## config.mk

```make
export PLATFORM = sky130hd
export DESIGN_NAME = tlis_mod_pipe
export DESIGN_NICKNAME = d
export VERILOG_FILES = /design/src/design/tlis_pkg.sv /design/src/design/tlis_mod_pipe.sv
export SDC_FILE = /design/constraint.sdc
export NUM_CORES = 1
export LEC_CHECK = 0
export BUFFER_PORTS_ARGS = -buffer_cell sky130_fd_sc_hd__buf_2
export CAP_MARGIN = 20
export CORE_MARGIN = 3
export CORE_UTILIZATION = 62
export DETAILED_ROUTE_END_ITERATION = 8
export PLACE_DENSITY_LB_ADDON = 0.25
export SYNTH_ARGS = -nofsm -noshare
export SYNTH_HDL_FRONTEND = slang
export SYNTH_SLANG_ARGS = --single-unit
export TNS_END_PERCENT = 10
```

## constraint.sdc

```tcl
create_clock -name clk -period 3.6 [get_ports clk]
set_input_delay 0.36 -clock clk [delete_from_list [all_inputs] [get_ports clk]]
set_output_delay 0.36 -clock clk [all_outputs]
set_load 0.01 [all_outputs]
```

## src/design/tlis_pkg.sv

```systemverilog
// shared types and constants of the linear interpolating table sampler
// no dependencies; imported by every module of the block
`default_nettype none

package tlis_pkg;

  // field widths
  localparam int SAMPLE_W = 16;
  localparam int FRAC_W   = 16;
  localparam int POS_W    = 32;
  localparam int INT_W    = POS_W - FRAC_W;
  localparam int LEN_W    = 11;
  localparam int INDEX_W  = 10;

  // stream packing
  localparam int IN_FIELDS_W  = INDEX_W + SAMPLE_W + POS_W;
  localparam int IN_TDATA_W   = ((IN_FIELDS_W + 7) / 8) * 8;
  localparam int OUT_TDATA_W  = ((SAMPLE_W + 7) / 8) * 8;

  // table depth default
  localparam int TBL_DEPTH_DEFAULT = 1024;

  // configuration port
  localparam int CFG_INDEX_W = 1;
  localparam int CFG_DATA_W  = LEN_W;
  localparam logic [CFG_INDEX_W-1:0] REG_TABLE_LENGTH = 1'b0;
  localparam logic [CFG_INDEX_W-1:0] REG_WRAP_MODE    = 1'b1;
  localparam logic [LEN_W-1:0]       TABLE_LENGTH_RST = LEN_W'(1024);

  // item kinds
  localparam logic OP_WRITE  = 1'b0;
  localparam logic OP_SAMPLE = 1'b1;

  typedef struct packed {
    logic                       op;
    logic [INDEX_W-1:0]         idx;
    logic [SAMPLE_W-1:0]        value;
    logic [POS_W-1:0]           pos;
    logic                       last;
  } item_t;

  // table access request: write or two-neighbour read
  typedef struct packed {
    logic                       op;
    logic                       zero;
    logic [INDEX_W-1:0]         idx;
    logic [SAMPLE_W-1:0]        value;
    logic [LEN_W-1:0]           lo;
    logic [LEN_W-1:0]           hi;
    logic [FRAC_W-1:0]          frac;
    logic                       last;
  } access_t;

endpackage

`default_nettype wire

```

## src/design/tlis_mod_pipe.sv

```systemverilog
// pipelined restoring remainder of the integer position magnitude by the table length
// depends on tlis_pkg
`default_nettype none

module tlis_mod_pipe
  import tlis_pkg::*;
(
  input  wire logic             clk,
  input  wire logic             rst,
  input  wire logic             en,
  input  wire logic [LEN_W-1:0] len,
  input  wire logic             in_valid,
  input  wire item_t            in_item,
  output logic                  out_valid,
  output item_t                 out_item,
  output logic [LEN_W-1:0]      out_rem
);

  logic [INT_W-1:0] int_part;
  logic [INT_W-1:0] in_mag;

  assign int_part = in_item.pos[POS_W-1:FRAC_W];
  assign in_mag   = in_item.pos[POS_W-1] ? (~int_part + INT_W'(1)) : int_part;

  logic             st_valid [INT_W];
  item_t            st_item  [INT_W];
  logic [INT_W-1:0] st_mag   [INT_W];
  logic [LEN_W-1:0] st_rem   [INT_W];

  for (genvar k = 0; k < INT_W; k++) begin : g_stage
    logic             prev_valid;
    item_t            prev_item;
    logic [INT_W-1:0] prev_mag;
    logic [LEN_W-1:0] prev_rem;
    logic [LEN_W:0]   trial;
    logic [LEN_W:0]   reduced;

    if (k == 0) begin : g_first
      assign prev_valid = in_valid;
      assign prev_item  = in_item;
      assign prev_mag   = in_mag;
      assign prev_rem   = '0;
    end else begin : g_next
      assign prev_valid = st_valid[k-1];
      assign prev_item  = st_item[k-1];
      assign prev_mag   = st_mag[k-1];
      assign prev_rem   = st_rem[k-1];
    end

    // one dividend bit per stage, msb first
    assign trial   = {prev_rem, prev_mag[INT_W-1-k]};
    assign reduced = trial - {1'b0, len};

    always_ff @(posedge clk) begin
      if (rst) begin
        st_valid[k] <= 1'b0;
      end else if (en) begin
        st_valid[k] <= prev_valid;
      end
    end

    always_ff @(posedge clk) begin
      if (en) begin
        st_item[k] <= prev_item;
        st_mag[k]  <= prev_mag;
        st_rem[k]  <= (trial >= {1'b0, len}) ? reduced[LEN_W-1:0] : trial[LEN_W-1:0];
      end
    end
  end

  assign out_valid = st_valid[INT_W-1];
  assign out_item  = st_item[INT_W-1];
  assign out_rem   = st_rem[INT_W-1];

endmodule

`default_nettype wire

```

# After elaboration in Yosys (flattened, before gate mapping)
# Memory sizes are Yosys's and may differ from the RTL's.
# Index checks and enable logic that the tools add are counted.
# word_totals
register_bits	0
mem_bits_rw	1408
input_bits	75
out_inout_bits	72
word_cells	93
memories	4
# memory_table
name	depth	word_bits	read_ports	rd_clocked_by_memory_dff	wr	line_no	text
st_item	16	60	16	0	16	tlis_mod_pipe.sv:26	item_t st_item [INT_W];
st_mag	16	16	15	0	16	tlis_mod_pipe.sv:27	logic [INT_W-1:0] st_mag [INT_W];
st_rem	16	11	16	0	16	tlis_mod_pipe.sv:28	logic [LEN_W-1:0] st_rem [INT_W];
st_valid	16	1	16	0	16	tlis_mod_pipe.sv:25	logic st_valid [INT_W];
# classes
addsub	17
order_cmp	16
mux	39
bitwise	17
# ops
operator	count
$ge 12x11->1	15
$mux 11	16
$sub 11x11->11	15
$mux 1	22
$add 16x1->16 const B	1
$mux 16	1
$not 16->16	1
$or 1x1->1	16
$ge 1x11->1	1
$sub 1x11->11	1

# Logic depth before layout (Yosys ltp)
# depth
ltp_word	5
depth_mapped	10
depth_no_buf	10

# Worst setup path after synthesis
# OpenSTA, ideal clock, no wires.
# synth_timing
path_kind	input -> register
startpoint	input port in_item[20] in the netlist's numbering
endpoint	memory st_rem[0][3], data pin
setup_time_ns	0.266
arrival_time_ns	2.474
required_ns	3.334
setup_slack_ns	0.859
cell_stages	10
n_path_buf	1
cell_sequence	nor2_2 nand4b_1 or3_4 nand2b_4 or4b_4 ha_1 nand2b_1 nand4_1 clkbuf_1 nor2_1
# synth_lines
item	line_no	text
start, declared	tlis_mod_pipe.sv:13	input wire item_t in_item,
end, declared	tlis_mod_pipe.sv:28	

==> results.cfg <==
[grt]
grtUsageMet1_pct = 28.16
grt_pass1_vias = 23750
grt_overflow_total = 0
grt_most_used_layer = met2
grt_max_degree = 123
grt_use_met2_pct = 35.93
antenna_found_initial = 0
track_usage_pct = 21.16
use_met3_pct = 3.341
grt_pass1_wl_um = 132200

[critical_path]
cp.required_ns = 4.01
setup.worst_path.start = in_item[20]
r2r_slack_ns = 0.71
rr_endpoint = st_rem[1][10]
critPathArrivalTime_ns = 3.66
cpMaxStageDelayCell = dlygate4sd3_1
crit_chain = dlygate4sd3_1, buf_2, nor2_2, nand4b_1, or3_4, nand2b_4, or4b_4, ha_1, nand2b_1, nand4_1, mux2i_2
worst_setup_path_end_kind = flip-flop
rr_worst_depth = 10
cp-endpoint = st_rem[0][0]
cpPeakStageDelay_ns = 0.54
reg2reg_from = st_mag[0][29]
worstSetupPathType = input port to flip-flop
cp-start-kind = input port
cp_max_fo = 11

[floorplanning]
initial_core_util_pct = 62.76
die_y_um = 283.7
dieWidth_um = 283.7
fp.coreArea_um2 = 76200
rows = 101
die_area_um2 = 80510
pin_count = 147

[synth]
synth_cells = 2534
yosys-top-cells-area = edfxtp_1 (79%), ha_1 (4.4%), mux2_2 (3.2%)
synthDistinctLibCells = 55
synth-main-ff-cell = edfxtp_1
synth_edf_count = 1257
synth_area_leader_cell = edfxtp_1
ys_seq_elements = 1257
ys_async_sr_fraction_pct = 0
synth.top_cell.area_share_pct = 78.92
syn-cell-area_um2 = 47830
synth_warnings = 0
yosysSeqAreaShare_pct = 78.92
synth_nets = 2792
syn_area_per_cell_um2 = 18.87

[cells_and_area]
drive_gt1_share_pct = 19.22
antenna_cells = 0
num-nets-final = 3173
area_delta_synth_final_pct = 15.62
fill_cells = 4463

[route]
num_vias = 22950
routed_wl_um = 84070
detail-route-antenna-nets = 0
dr.pass1.iters = 5
viasPerCell = 5.677
drt_first_iter_violations = 1562
drcViolationCount = 0
routedWlPerCell_um = 20.79

[timing]
finalSetupViolCount = 0
max_freq_mhz = 307.4
grt_setup_unrepaired = no
slew_violations = 0
max_slew.worst_pin.slew_ns = 0.7408
relSlewSlack_pct = 50.51
final_hold_viol_count = 0
finalWorstPathRequiredPeriod_ns = 3.253
fin_worst_skew_ns = 0.05611
post-route-period-util_pct = 90.37
setup_slack_ns = 0.3465
finalSetupTns_ns = 0

[clock_network]
clk_path_buf_depth = 3
numClockSinks = 1257
cts.clk_slew.worst_paths_ns = 0.06
clkLatencyLatePin_ns = 0.70
cts_root_buffer = clkbuf_16
ctsResizeCount = 0
numCtsBuffers = 117
cts.htree.levels = 3
cts_tree = built

[pwr]
p_total_mw = 40.91
leakage_nw = 20.22
p_per_area_nw_per_um2 = 739.9
ir_drop_mv = 0.5222

[placed_design]
dpl_worst_slack_ns = 0.2834
portBuffers = 146
finalWeightedCongestion = 0.8713
hpwlAfterDp_um = 48370

[flow_run]
drv_cap = 0

[status]
outcome = finished clean

[min_path]
hold_class = input port to flip-flop
-- routing by layer --
metal,vias to the layer above,wire length [um]
met2,571,42390
met1,11390,35170
li1,10800,-
met3,194,3642
met5,-,0
met4,0,2863
-- cells by family after synthesis --
logic type	after synthesis	share of synthesized area, %
buffers and inverters	81	0.6907
xor gates and xnor gates	129	2.362
and+or+nand+nor	357	4.105
DFF	1257	78.92
muxes	167	3.856
adders and majority gates	183	5.023
AOI/OAI and AO/OA	360	5.039
-- cells in the mapped netlist, types with 4 or more instances --
master	instances
edfxtp_1	1257
ha_1	168
mux2_2	134
a21oi_1	109
xnor2_1	83
nor2_1	81
a211oi_1	51
inv_1	51
o21ai_0	47
xor2_1	46
nand2b_1	42
and2_1	38
nand2_1	34
mux2i_1	31
nor2b_1	31
a21o_1	30
or2_2	26
or3_1	22
nor3_1	19
nand3_1	17
nand4_1	16
o21a_1	16
a41o_1	15
clkbuf_1	15
fa_1	15
o31ai_1	15
nand3b_1	14
o2111ai_1	14
o22ai_1	14
buf_2	12
o211a_1	11
o221ai_1	11
nor4b_1	6
a31oi_1	5
o311ai_0	4
o31a_1	4
-- worst max-delay path: cells and delay by family --
| kind | cells | cell delay (ns) |
|---|---|---|
| buffers and inverters | 2 | 0.69 |
| AND/OR/NAND/NOR | 7 | 1.95 |
| adder cells (fa/ha/maj) | 1 | 0.33 |
| multiplexers | 1 | 0.31 |
-- state kept, by name, summed over array words and instances (netlist names) --
signal / cells
st_rem: 176
st_mag: 105
st_valid: 16
st_item: 960
-- layout by cell type (no fill, tap or decap), types with 34 or more instances in the layout --
master | synthesis | routed
a211oi_1 | 51 | 51
a21oi_1 | 109 | 109
and2_1 | 38 | 38
buf_2 | 12 | 145
buf_4 | 3 | 66
clkbuf_16 | 0 | 118
dlygate4sd3_1 | 0 | 60
edfxtp_1 | 1257 | 1257
ha_1 | 168 | 168
inv_1 | 51 | 51
mux2_2 | 134 | 134
nand2_1 | 34 | 34
nand2b_1 | 42 | 42
nor2_1 | 81 | 81
o21ai_0 | 47 | 47
xnor2_1 | 83 | 83
xor2_1 | 46 | 46
-- area by class of cell --
class | instances | area [um2] | area share [%]
clock buffers | 138 | 3028 | 5.476
clock inverters | 79 | 1056 | 1.910
inverters | 51 | 191.4 | 0.3462
multi-input cells | 1196 | 9749 | 17.63
flip-flops and latches | 1257 | 37750 | 68.26
well taps | 1030 | 1289 | 2.331
repair buffers | 292 | 2237 | 4.046
-- report_power, final --
part | leakage (nW) | switching [mW] | internal (mW)
registers | 12.3 | 0.817 | 18.3
clock network | 1.98 | 5.33 | 7.63
logic | 5.92 | 4.47 | 4.33
total | 20.2 | 10.6 | 30.3
-- repair_timing --
action                                  CTS  global route
endpoints found under the setup margin    0             0
buffers inserted                          0             0
endpoints found under the hold margin    63             0
hold buffers                             60             0
-- how the worst min path moves through the flow --
stage / startpoint / slack (ns) / end / cells past startpoint
floorplan: st_item[0][40] / 0.40 / st_item[0][100] / 0
global placement: st_item[0][325] / 0.40 / st_item[0][385] / 0
detailed placement: st_item[0][69] / 0.40 / st_item[0][129] / 0
CTS: in_item[32] / 0.04 / st_item[0][32] / 1
global route: in_item[32] / 0.07 / st_item[0][32] / 1
finish: in_item[32] / 0.09 / st_item[0][32] / 1
-- through the flow --
step | hold slack [ns] | cells | instance area (um2) | util (%)
3_5_place_dp | 0.4045 | 3766 | 50610 | 66.42
4_1_cts | 0.04105 | 4043 | 55300 | 72.57
6_report | 0.09470 | 4043 | 55300 | 72.57
2_1_floorplan | 0.4003 | 2534 | 47830 | -
5_1_grt | 0.06902 | 4043 | 55300 | 72.57
3_3_place_gp | 0.4002 | 3766 | 50610 | 66.42
(Power assumes the default switching activity.)
